## src/rtl/bbc_pkg.sv

```systemverilog
// Shared types, character codes and error codes for the bracket balance checker.
`default_nettype none

package bbc_pkg;

  // Bracket characters
  localparam logic [7:0] CH_OPEN_ROUND   = 8'h28;  // (
  localparam logic [7:0] CH_CLOSE_ROUND  = 8'h29;  // )
  localparam logic [7:0] CH_OPEN_SQUARE  = 8'h5B;  // [
  localparam logic [7:0] CH_CLOSE_SQUARE = 8'h5D;  // ]
  localparam logic [7:0] CH_OPEN_CURLY   = 8'h7B;  // {
  localparam logic [7:0] CH_CLOSE_CURLY  = 8'h7D;  // }

  // Error codes carried in the result
  localparam logic [2:0] ERR_NONE      = 3'd0;
  localparam logic [2:0] ERR_MISMATCH  = 3'd1;
  localparam logic [2:0] ERR_UNDERFLOW = 3'd2;
  localparam logic [2:0] ERR_OVERFLOW  = 3'd3;
  localparam logic [2:0] ERR_UNCLOSED  = 3'd4;

  // Largest value of the depth field
  localparam int unsigned DEPTH_FIELD_MAX = 127;

  typedef enum logic [1:0] {
    KIND_ROUND  = 2'd0,
    KIND_CURLY  = 2'd1,
    KIND_SQUARE = 2'd2,
    KIND_NONE   = 2'd3
  } kind_t;

  typedef struct packed {
    logic [7:0] char_code;
    logic       last_char;
  } bbc_in_t;

  typedef struct packed {
    logic       balanced;
    logic [2:0] error_code;
    logic [6:0] final_depth;
  } bbc_out_t;

  // Map an opener byte to its kind
  function automatic kind_t opener_kind(input logic [7:0] c);
    kind_t k;
    unique case (c)
      CH_OPEN_ROUND:  k = KIND_ROUND;
      CH_OPEN_CURLY:  k = KIND_CURLY;
      CH_OPEN_SQUARE: k = KIND_SQUARE;
      default:        k = KIND_NONE;
    endcase
    return k;
  endfunction

  // Map a closer byte to its kind
  function automatic kind_t closer_kind(input logic [7:0] c);
    kind_t k;
    unique case (c)
      CH_CLOSE_ROUND:  k = KIND_ROUND;
      CH_CLOSE_CURLY:  k = KIND_CURLY;
      CH_CLOSE_SQUARE: k = KIND_SQUARE;
      default:         k = KIND_NONE;
    endcase
    return k;
  endfunction

endpackage

`default_nettype wire

```

## src/rtl/bbc_out_reg.sv

```systemverilog
// Result output register: holds one verdict transaction until taken.
`default_nettype none

module bbc_out_reg (
  input  wire logic              clk,
  input  wire logic              rst_n,
  input  wire logic              load,
  input  wire bbc_pkg::bbc_out_t load_data,
  output logic                   busy,
  output logic                   out_valid,
  input  wire logic              out_stall,
  output bbc_pkg::bbc_out_t      out_data
);
  import bbc_pkg::*;

  logic     valid_r;
  logic     valid_nxt;
  bbc_out_t data_r;

  // Full and not draining this cycle
  assign busy = valid_r && out_stall;

  // Load a new result, or drop the taken one
  always_comb begin
    valid_nxt = valid_r;
    if (load) begin
      valid_nxt = 1'b1;
    end else if (valid_r && !out_stall) begin
      valid_nxt = 1'b0;
    end
  end

  always_ff @(posedge clk) begin
    if (!rst_n) begin
      valid_r <= 1'b0;
    end else begin
      valid_r <= valid_nxt;
    end
  end

  always_ff @(posedge clk) begin
    if (load) begin
      data_r <= load_data;
    end
  end

  assign out_valid = valid_r;
  assign out_data  = data_r;

endmodule

`default_nettype wire

```

## config.mk

```make
export PLATFORM = sky130hd
export DESIGN_NAME = bbc_out_reg
export DESIGN_NICKNAME = d
export VERILOG_FILES = /design/src/rtl/bbc_pkg.sv /design/src/rtl/bbc_out_reg.sv
export SDC_FILE = /design/constraint.sdc
export NUM_CORES = 1
export LEC_CHECK = 0
export BUFFER_PORTS_ARGS = -buffer_cell sky130_fd_sc_hd__buf_2
export CORE_AREA = 4 4 41 43
export DETAILED_ROUTE_END_ITERATION = 10
export DIE_AREA = 0 0 45 47
export GPL_TIMING_DRIVEN = 0
export PLACE_DENSITY = 0.66
export SETUP_SLACK_MARGIN = 0.15
export SYNTH_ARGS = -nofsm -noshare
export SYNTH_HDL_FRONTEND = slang
export SYNTH_SLANG_ARGS = --single-unit
```

## constraint.sdc

```tcl
create_clock -name clk -period 0.93 [get_ports clk]
set_input_delay 0.093 -clock clk [delete_from_list [all_inputs] [get_ports clk]]
set_output_delay 0.093 -clock clk [all_outputs]
set_load 0.02 [all_outputs]
```

==> results of run 1 <==
[cells in the final DEF (no fill, tap or decap)]
master	instances
sky130_fd_sc_hd__and2_4	1
sky130_fd_sc_hd__buf_2	15
sky130_fd_sc_hd__buf_6	12
sky130_fd_sc_hd__clkbuf_1	1
sky130_fd_sc_hd__clkbuf_4	3
sky130_fd_sc_hd__dfxtp_2	1
sky130_fd_sc_hd__dlygate4sd3_1	7
sky130_fd_sc_hd__edfxtp_1	11
sky130_fd_sc_hd__o21a_1	1
[synth_stat cells]
| master | n | area share, % |
|---|---|---|
| sky130_fd_sc_hd__and2_4 | 1 | 2.4 |
| sky130_fd_sc_hd__dfxtp_1 | 1 | 5.5 |
| sky130_fd_sc_hd__edfxtp_1 | 11 | 90 |
| sky130_fd_sc_hd__o21a_1 | 1 | 2.0 |
[report_power, final]
group / internal [uW] / switching [uW]
logic: 117 / 91.4
clock network: 165 / 143
registers: 636 / 17.5
[final timing paths]
| check | slack, ns | depth (start not counted) | from | end |
|---|---|---|---|---|
| min | 0.01 | 1 | load_data[1] | out_data[1]$_DFFE_PP_ |
| max | 0.01 | 2 | out_valid$_SDFFE_PN0P_ | busy |
| min reg2reg | 0.59 | 2 | out_valid$_SDFFE_PN0P_ | out_valid$_SDFFE_PN0P_ |
| max reg2reg | 0.22 | 2 | out_valid$_SDFFE_PN0P_ | out_valid$_SDFFE_PN0P_ |
[cells by family after synthesis]
kind of cell,after synthesis
compound gates,1
simple gates,1
flops,12
[routing by layer]
layer	up-vias	routed length [um]	part of all wire (%)	GRT usage, %
met3	0	55	7.1	3.831
met2	12	451	58	15.25
li1	130	-	-	-
met1	118	265	34	8.353
met5	-	0	0	0
met4	0	0	0	1.754
[flip-flops by register name, indices dropped and copies added (netlist names)]
name       count
out_valid      1
out_data      11
[final cells by class]
type	count	area share, %
sequential	12	50.72
tap	15	2.708
multi-input combinational	2	2.347
timing repair buffer	34	40.43
clock buffer	4	3.791
[per-stage QoR]
step	hold WS (ns)	instances	util [%]	setup TNS, ns
after floorplan	0.1919	14	-	0
after global placement	0.2707	56	40.10	0
after detailed placement	0.2711	56	40.10	0
after CTS	0.0006207	63	45.38	0
after global routing	0.0008741	67	53.27	-0.03737
final	0.01226	67	53.27	0
[repair_timing]
item                                   in CTS  in global routing
hold buffers                                3                  4
endpoints found under the hold margin       3                  4
setup endpoints to repair                  13                 13
resized for setup                           4                 20
==> results summary, run 1 <==
The routability congestion estimate is 0.6567. Together, buffers and inverters on the worst path number 1. The overall routed net length came out at 772 um. The first-pass GRT wire length came out at 1186 um. The floorplan die area is 0.002115 mm^2.

The routed length per instance came out at 11.52 um. The fraction of synthesized area in multiplexers is 0%. After clock tree synthesis, the setup repair step added 0 buffers. Walking the worst path, the cells encountered are and2_4, buf_6. The type of the setup path with the least slack is flop to output pin. The adder and majority cell fraction of the synthesized area is 0%.

The number of clock sinks came out at 12. Setup repair after global routing could not meet its margin everywhere. The maximum resistive drop on vdd came out at 0.9698 mV.

The arrival time reported for the critical path endpoint is 0.82 ns. The maximum number of pins on one net before global-route repair came out at 13. Grouping stages by cell kind, the critical path spends the most delay in flip-flops.

The minimum period implied by the final worst setup slack came out at 0.9164 ns. The cell area power density came out at 1688 mW/mm^2. The antenna cell count came out at 0.

In this run the worst path has a maximum fanout of 2. The element type at the critical path start is a flop. The number of slew-limit violations in the final report is 0. The maximum cell stage delay along the critical path came out at 0.32 ns. The max-cap violation count is 0. The tightest min-delay check is of the primary input to flop type.

After synthesis, the largest family of logic cells by area is simple AND/OR/NAND/NOR gates. The number of hold violations in the final report came out at 0. The headroom to the max-slew limit is 83.48%. In this run the clock root is driven by a sky130_fd_sc_hd__clkbuf_4. The maximum clock insertion buffer count is 2. The transition time at the pin with the least slew margin came out at 0.2478 ns. CTS built an H-tree with a depth of 1.

The clock arrives with 0 ns of skew. The total clock buffers created by CTS came out at 3. Setup violations remaining at the end of the flow were counted as 0. The synthesized instance count came out at 14. The net total in the final layout is 68. The vertical extent of the die came out at 47 um.

The finished layout cell area is 693.2 um^2. The count of boundary I/O pins came out at 28. The number of DRC violations after detailed routing is 0. Once detail routing completed, the nets flagged for antenna violations numbered 0. The cell area after placement came out at 521.8 um^2. Of the total synthesized cell area, the portion taken by XOR and XNOR cells is 0%. The area inside the core boundary is 0.001301 mm^2. The number of global-route vias before repair is 269. The first routing iteration left 4 violations. The run finished with clean final reports. The post-synthesis net count is 29.

TritonCTS built the clock tree. Clock-pin slew was measured on the worst setup and hold paths at 0.06 ns. Once the floorplan was initialized, standard cells occupied 28.17% of the core.

Port buffering added 27 buffers. The static leakage power is 0.0002997 uW. The required time at the worst-slack endpoint came out at 0.84 ns. The basic-gate share of the synthesized area counting and, or, nand and nor cells came out at 2.389%.

The slowest cell on the critical path is sky130_fd_sc_hd__dfxtp_2. The area used by sequential logic in the layout is 351.6 um^2. The worst-skew pair later-pin latency came out at 0.25 ns. The number of search-and-repair iterations in the first detailed-routing pass is 2. The width of the die came out at 45 um. The initial antenna violation count is 0. The post-synthesis area per instance came out at 26.19 um^2.

The setup slack after layout came out at 0.01358 ns. The via-per-instance ratio came out at 3.881. The final route contains 260 vias. The fraction of layout instances using a drive strength above 1 is 61.54%. The total power after layout is 1170 uW. The overall routing resource usage is 8.193%. The pre-CTS worst setup slack came out at 0.2270 ns.

In the final layout, the multi-input gates occupy 16.27 um^2. The number of warnings printed during yosys synthesis came out at 0. After global routing the overflow that remains totals 0. The post-synth design cell area came out at 366.6 um^2. The timing-limited maximum frequency is 1091 MHz. The ratio of final minimum period to clock period came out at 98.54%.

Counting flops and latches in the post-synthesis netlist gives 12. The count of standard-cell rows is 13. The share of the yosys chip area belonging to registers came out at 95.56%.

Yosys mapped the design onto 4 distinct sky130hd cell types. The synthesized netlist devotes 2.048% of its cell area to compound gates. The area overhead of the layout relative to synthesis is 89.08%. The worst setup path is captured at an output pin.

The count of fill cells added during filler insertion is 125.
No activity file was read; power rests on OpenSTA's default activity.
==> run 2: changes to the inputs <==
- clock period: 0.93 -> 1.1 ns (I/O delays scaled with it)
==> results summary, run 2 (synthesis gave the netlist of run 1 again) <==
The total clock buffers created by CTS is 3 (unchanged). The total met3 wirelength after detailed routing came out at 83 um (+51%). The routed metal-1 wirelength is 237 um (-11%). The arrival time reported for the critical path endpoint is 0.83 ns (about the same). The number of hold violations in the final report came out at 0 (unchanged). The routability congestion estimate came out at 0.5587 (-15%). The run finished with clean final reports.

The antenna cell count came out at 0 (unchanged). The uppermost signal routing layer after detailed routing is met3. The number of flip-flops under the largest register name came out at 11 (unchanged).

The count of standard-cell rows was 13 (unchanged). The floorplan die area is 0.002115 mm^2 (unchanged). The largest driver fanout on the critical path came to 2 (unchanged). The vertical extent of the die is 47 um (unchanged).

The static leakage power came out at 0.0002472 uW (-18%). The headroom to the max-slew limit was 83.30% (-0.18 points). The type of the setup path with the least slack is flop to output pin. Setup repair after global routing could not meet its margin everywhere. The utilization after layout came out at 42.60% (-11 points). The via-per-instance ratio is 3.883 (about the same). The number of slew-limit violations in the final report was 0 (unchanged). TritonCTS built the clock tree. The number of buffer cells added on primary ports is 27 (unchanged).

The clock transition at the registers of the reported paths is 0.07 ns (about the same). The critical path capture point type is an output pin. The maximum clock insertion buffer count is 2 (unchanged). The top cell types in the final layout, fill and taps aside, are 26 x sky130_fd_sc_hd__buf_2, 11 x sky130_fd_sc_hd__edfxtp_1, 3 x sky130_fd_sc_hd__clkbuf_4. The count of boundary I/O pins came out at 28 (unchanged). The worst-skew pair later-pin latency is 0.25 ns (about the same).

The total met2 wirelength after detailed routing came out at 345 um (-24%). The initial antenna violation count came out at 0 (unchanged). The first-pass GRT wire length came to 1014 um (-15%). The total grt overflow is 0 (unchanged). The H-tree depth was 1 (unchanged). The width of the die is 45 um (unchanged).

The maximum number of pins on one net before global-route repair came to 13 (unchanged). The ratio of final minimum period to clock period is 85.51%. The overall routed net length was 666 um (-14%).

The number of vias after detailed routing is 233 (-10%). The residual antenna-violating net count after detailed routing came out at 0 (unchanged). The routed length per instance came out at 11.10 um (-3.7%). The number of buffers added for setup after CTS came out at 0 (unchanged). The max-cap violation count is 0 (unchanged). The timing-limited maximum frequency is 1063 MHz. The number of DRC violations after detailed routing is 0 (unchanged). The worst clock skew is 0 ns (unchanged).

The number of clock sinks came to 12 (unchanged). The fraction of layout instances using a drive strength above 1 came out at 71.11% (+9.6 points). The setup TNS was 0 ns (unchanged). The worst hold path belongs to the class primary input to flop. The final-report setup violation count is 0 (unchanged).

The required time at the worst-slack endpoint came out at 0.99 ns (+0.15 ns). The number of global-route vias before repair is 238 (-12%). The cell area power density came out at 1680 mW/mm^2 (-0.45%). STA classifies the critical path startpoint as a flop. The minimum period implied by the final worst setup slack came out at 0.9406 ns. The transition time at the pin with the least slew margin is 0.2505 ns (+0.002744 ns). The DRC marker count from the first detailed-route iteration came to 5 (+1). The overall routing resource usage came out at 7.183% (-1.0 points). The initial core utilization came to 28.17% (unchanged). The area overhead of the layout relative to synthesis came out at 51.19%.

The net total in the final layout is 61 (-10%). The most common cell after layout, fill and taps aside is sky130_fd_sc_hd__buf_2. In this run the clock root is driven by a sky130_fd_sc_hd__clkbuf_4.

The number of search-and-repair iterations in the first detailed-routing pass was 4 (+2). The maximum resistive drop on vdd was 0.9044 mV (-6.7%). The area inside the core boundary is 0.001301 mm^2 (unchanged).
[run 2: cell types whose count changed in the layout (fill, tap and decap cells not counted)]
cell                            delta
sky130_fd_sc_hd__buf_2            +11
sky130_fd_sc_hd__buf_6            -11
sky130_fd_sc_hd__dlygate4sd3_1     -7
[run 2: what timing repair did]
item,4_1_cts,5_1_grt
resized for setup,3,0
setup endpoints to repair,1,1
hold buffers,0,0
[run 2: cell type report]
cell class              count  area, um^2
clock buffers               4       26.28
fillers                   128       747.0
multi-input cells           2       16.27
flip-flops and latches     12       351.6
well taps                  15       18.77
repair buffers             27       141.4
[run 2: per-stage QoR]
stage	cell area, um^2	cells	hold slack [ns]	worst slack, ns	power (uW)
6_report	554.3	60	0.02013	0.1594	931.2
2_1_floorplan	366.6	14	0.2089	0.2935	609.9
5_1_grt	554.3	60	0.005685	0.1225	978.6
3_3_place_gp	520.5	56	0.2874	0.4024	671.5
3_5_place_dp	520.5	56	0.2882	0.3917	673.5
4_1_cts	554.3	60	0.01305	0.1481	945.2
[run 2: final timing paths]
check,endpoint,startpoint,depth (start not counted),slack [ns]
worst min register to register,out_valid$_SDFFE_PN0P_,out_valid$_SDFFE_PN0P_,2,0.59
worst min-delay path,out_data[10]$_DFFE_PP_,load_data[10],1,0.02
worst max-delay path,busy,out_valid$_SDFFE_PN0P_,2,0.16
worst max register to register,out_valid$_SDFFE_PN0P_,out_valid$_SDFFE_PN0P_,2,0.38
[run 2: report_power, final]
part / switching (uW) / internal (uW)
clock: 128 / 140
sequential: 7.04 / 536
combinational: 73.8 / 46.3
[run 2: critical path, cell delays in order (launching register included)]
cell and delay [ns]:
sky130_fd_sc_hd__dfxtp_2 0.32, sky130_fd_sc_hd__and2_4 0.13, sky130_fd_sc_hd__buf_6 0.12
[run 2: per-layer routing]
layer,track usage [%],vias up
li1,-,116
met2,11.30,14
met5,0,-
met3,4.215,0
met1,7.022,103
met4,5.263,0
==> run 3: changes to the inputs <==
--- a/config.mk
+++ b/config.mk
@@ -8,4 +8,5 @@
 export BUFFER_PORTS_ARGS = -buffer_cell sky130_fd_sc_hd__buf_2
 export CORE_AREA = 4 4 41 43
+export CTS_BUF_LIST = sky130_fd_sc_hd__clkbuf_2
 export DETAILED_ROUTE_END_ITERATION = 10
 export DIE_AREA = 0 0 45 47
@@ -13,4 +14,5 @@
 export PLACE_DENSITY = 0.66
 export SETUP_SLACK_MARGIN = 0.15
+export SLEW_MARGIN = 20
 export SYNTH_ARGS = -nofsm -noshare
 export SYNTH_HDL_FRONTEND = slang
==> constraint.sdc (replaced) <==
create_clock -name clk -period 1.1 [get_ports clk]
set_input_delay 0.055 -clock clk [delete_from_list [all_inputs] [get_ports clk]]
set_output_delay 0.055 -clock clk [all_outputs]
set_load 0.02 [all_outputs]
==> results summary, run 3 (synthesis gave the netlist of run 1 again) <==
The run finished with clean final reports. The element type at the critical path start is a flop. The number of buffer cells added on primary ports was 27 (unchanged). The net total in the final layout came to 72 (+18%). The worst hold path belongs to the class primary input to flop. The fraction of layout instances using a drive strength above 1 is 58.93% (-12 points). The residual antenna-violating net count after detailed routing came out at 0 (unchanged).

The maximum number of pins on one net before global-route repair is 13 (unchanged). The total power after layout is 920.9 uW (-1.1%). The static leakage power came out at 0.0002948 uW (+19%). The number of DRC violations after detailed routing is 0 (unchanged). The fraction of power spent switching nets came out at 23.50% (+1.1 points).

The number of global-route vias before repair came out at 280 (+18%). The total grt overflow is 0 (unchanged). The largest driver fanout on the critical path came out at 2 (unchanged). The internal power came to 704.4 uW (-2.5%). The required time at the worst-slack endpoint is 1.04 ns (+0.05 ns).

The maximum clock insertion buffer count is 2 (unchanged). The count of boundary I/O pins came out at 28 (unchanged). The initial core utilization was 28.17% (unchanged). Compared with the post-synthesis result, the final layout area differs by 79.52%. The count of standard-cell rows is 13 (unchanged). The floorplan die area came out at 0.002115 mm^2 (unchanged). The width of the die came to 45 um (unchanged). The timing-limited maximum frequency came out at 1132 MHz (+6.5%). The logic gate share of total power is 16.5% (+3.6 points). The clock transition at the registers of the reported paths is 0.10 ns (+0.03 ns). The total clock buffers created by CTS came out at 3 (unchanged). The maximum resistive drop on vdd is 0.8140 mV (-10%). The antenna cell count came out at 0 (unchanged). The via-per-instance ratio is 3.972 (+2.3%). The share of power burned in the clock network came out at 24.5% (-4.2 points). The routability congestion estimate is 0.5587 (unchanged). Walking the worst path, the cells encountered are and2_4, buf_6.

Setup repair after global routing left no endpoint under its margin. The worst setup path is captured at an output pin. The overall routed net length is 816 um (+23%).

The number of search-and-repair iterations in the first detailed-routing pass is 2 (-2). The type of the setup path with the least slack is flop to output pin. The finished layout cell area is 658.1 um^2 (+19%). The first-pass GRT wire length came to 1297 um (+28%). The area inside the core boundary is 0.001301 mm^2 (unchanged). The routed length per instance came to 11.49 um (+3.5%).

The arrival time reported for the critical path endpoint came out at 0.83 ns (about the same). The minimum period implied by the final worst setup slack came out at 0.8836 ns (-0.05709 ns). The worst clock skew came out at 0 ns (unchanged). The maximum cell stage delay along the critical path came out at 0.33 ns (about the same). The initial antenna violation count is 0 (unchanged). The worst hold slack came out at 0.01742 ns (-0.002709 ns). The number of slew-limit violations in the final report is 0 (unchanged). TritonCTS built the clock tree.

In the layout the commonest cells are 26 x sky130_fd_sc_hd__buf_2, 11 x sky130_fd_sc_hd__dlygate4sd3_1, 11 x sky130_fd_sc_hd__edfxtp_1, 4 x sky130_fd_sc_hd__clkbuf_2. The vertical extent of the die came out at 47 um (unchanged). The overall routing resource usage is 9.032% (+1.8 points). The headroom to the max-slew limit is 82.91% (-0.39 points).

The max-cap violation count is 0 (unchanged). Leaving out fill and tap cells, the most frequent cell in the layout is sky130_fd_sc_hd__buf_2. The ratio of final minimum period to clock period is 80.32% (-5.2 points).

The switching component of the power is 216.4 uW (+3.8%). The cell area after placement came out at 520.5 um^2 (unchanged). The sequential cell fraction of total power is 59.0% (+0.6 points). The pre-CTS worst setup slack came out at 0.4021 ns (+0.01045 ns). The worst-skew pair later-pin latency came out at 0.24 ns (about the same). The final-report setup violation count is 0 (unchanged). The setup TNS is 0 ns (unchanged). The cell area power density is 1399 mW/mm^2 (-17%).

The number of hold violations in the final report came to 0 (unchanged). The DRC marker count from the first detailed-route iteration came to 9 (+4). Among all stages on the critical path, the largest delay is contributed by sky130_fd_sc_hd__dfxtp_2. The number of vias after detailed routing is 282 (+21%). The setup slack after layout came to 0.2164 ns (+0.05709 ns). The number of flip-flops under the largest register name is 11 (unchanged). The H-tree depth came out at 1 (unchanged). The transition time at the pin with the least slew margin came out at 0.2563 ns (+0.005782 ns). In this run the clock root is driven by a sky130_fd_sc_hd__clkbuf_2. The number of clock sinks came to 12 (unchanged).
-- run 3: repair_timing --
action | CTS | global route
setup endpoints to repair | 0 | 1
hold endpoints to repair | 11 | 0
hold buffers | 11 | 0
buffers inserted | 0 | 0
resized for setup | 0 | 3
-- run 3: metal layers --
layer	wire [um]	GRT usage, %	vias to the layer above
li1	-	-	139
met1	312	9.420	129
met2	425	15.25	14
met3	77	3.831	0
met4	0	5.263	0
met5	0	0	-
-- run 3: power by group through the flow --
stage               Clock, uW  Sequential [uW]  Combinational (uW)
finish                    226              544                 152
floorplan                   0              603                6.94
global placement            0              553                 118
detailed placement          0              554                 120
CTS                       236              543                 150
global route              264              547                 162
-- run 3: cell type report --
class                      count  area, um^2
timing repair buffer          38       251.5
clock buffer                   4       20.02
sequential                    12       351.6
fill                         120       643.1
tap                           15       18.77
multi-input combinational      2       16.27
-- run 3: worst paths after layout --
check	from	to	slack, ns	cells after the start
worst max-delay path	out_valid$_SDFFE_PN0P_	busy	0.22	2
worst min-delay path	rst_n	out_valid$_SDFFE_PN0P_	0.02	2
worst max register to register	out_valid$_SDFFE_PN0P_	out_valid$_SDFFE_PN0P_	0.38	2
worst min register to register	out_valid$_SDFFE_PN0P_	out_valid$_SDFFE_PN0P_	0.60	2
-- run 3: worst max-delay path, delay by kind of cell (launching register included) --
kind          cells  cell delay, ns
flops             1            0.33
simple gates      1            0.13
buf+inv           1            0.12
-- run 3: through the flow --
stage,std cells,utilization [%]
after detailed placement,56,40.00
after global routing,71,50.58
after CTS,71,50.00
after global placement,56,40.00
final,71,50.58
after floorplan,14,-
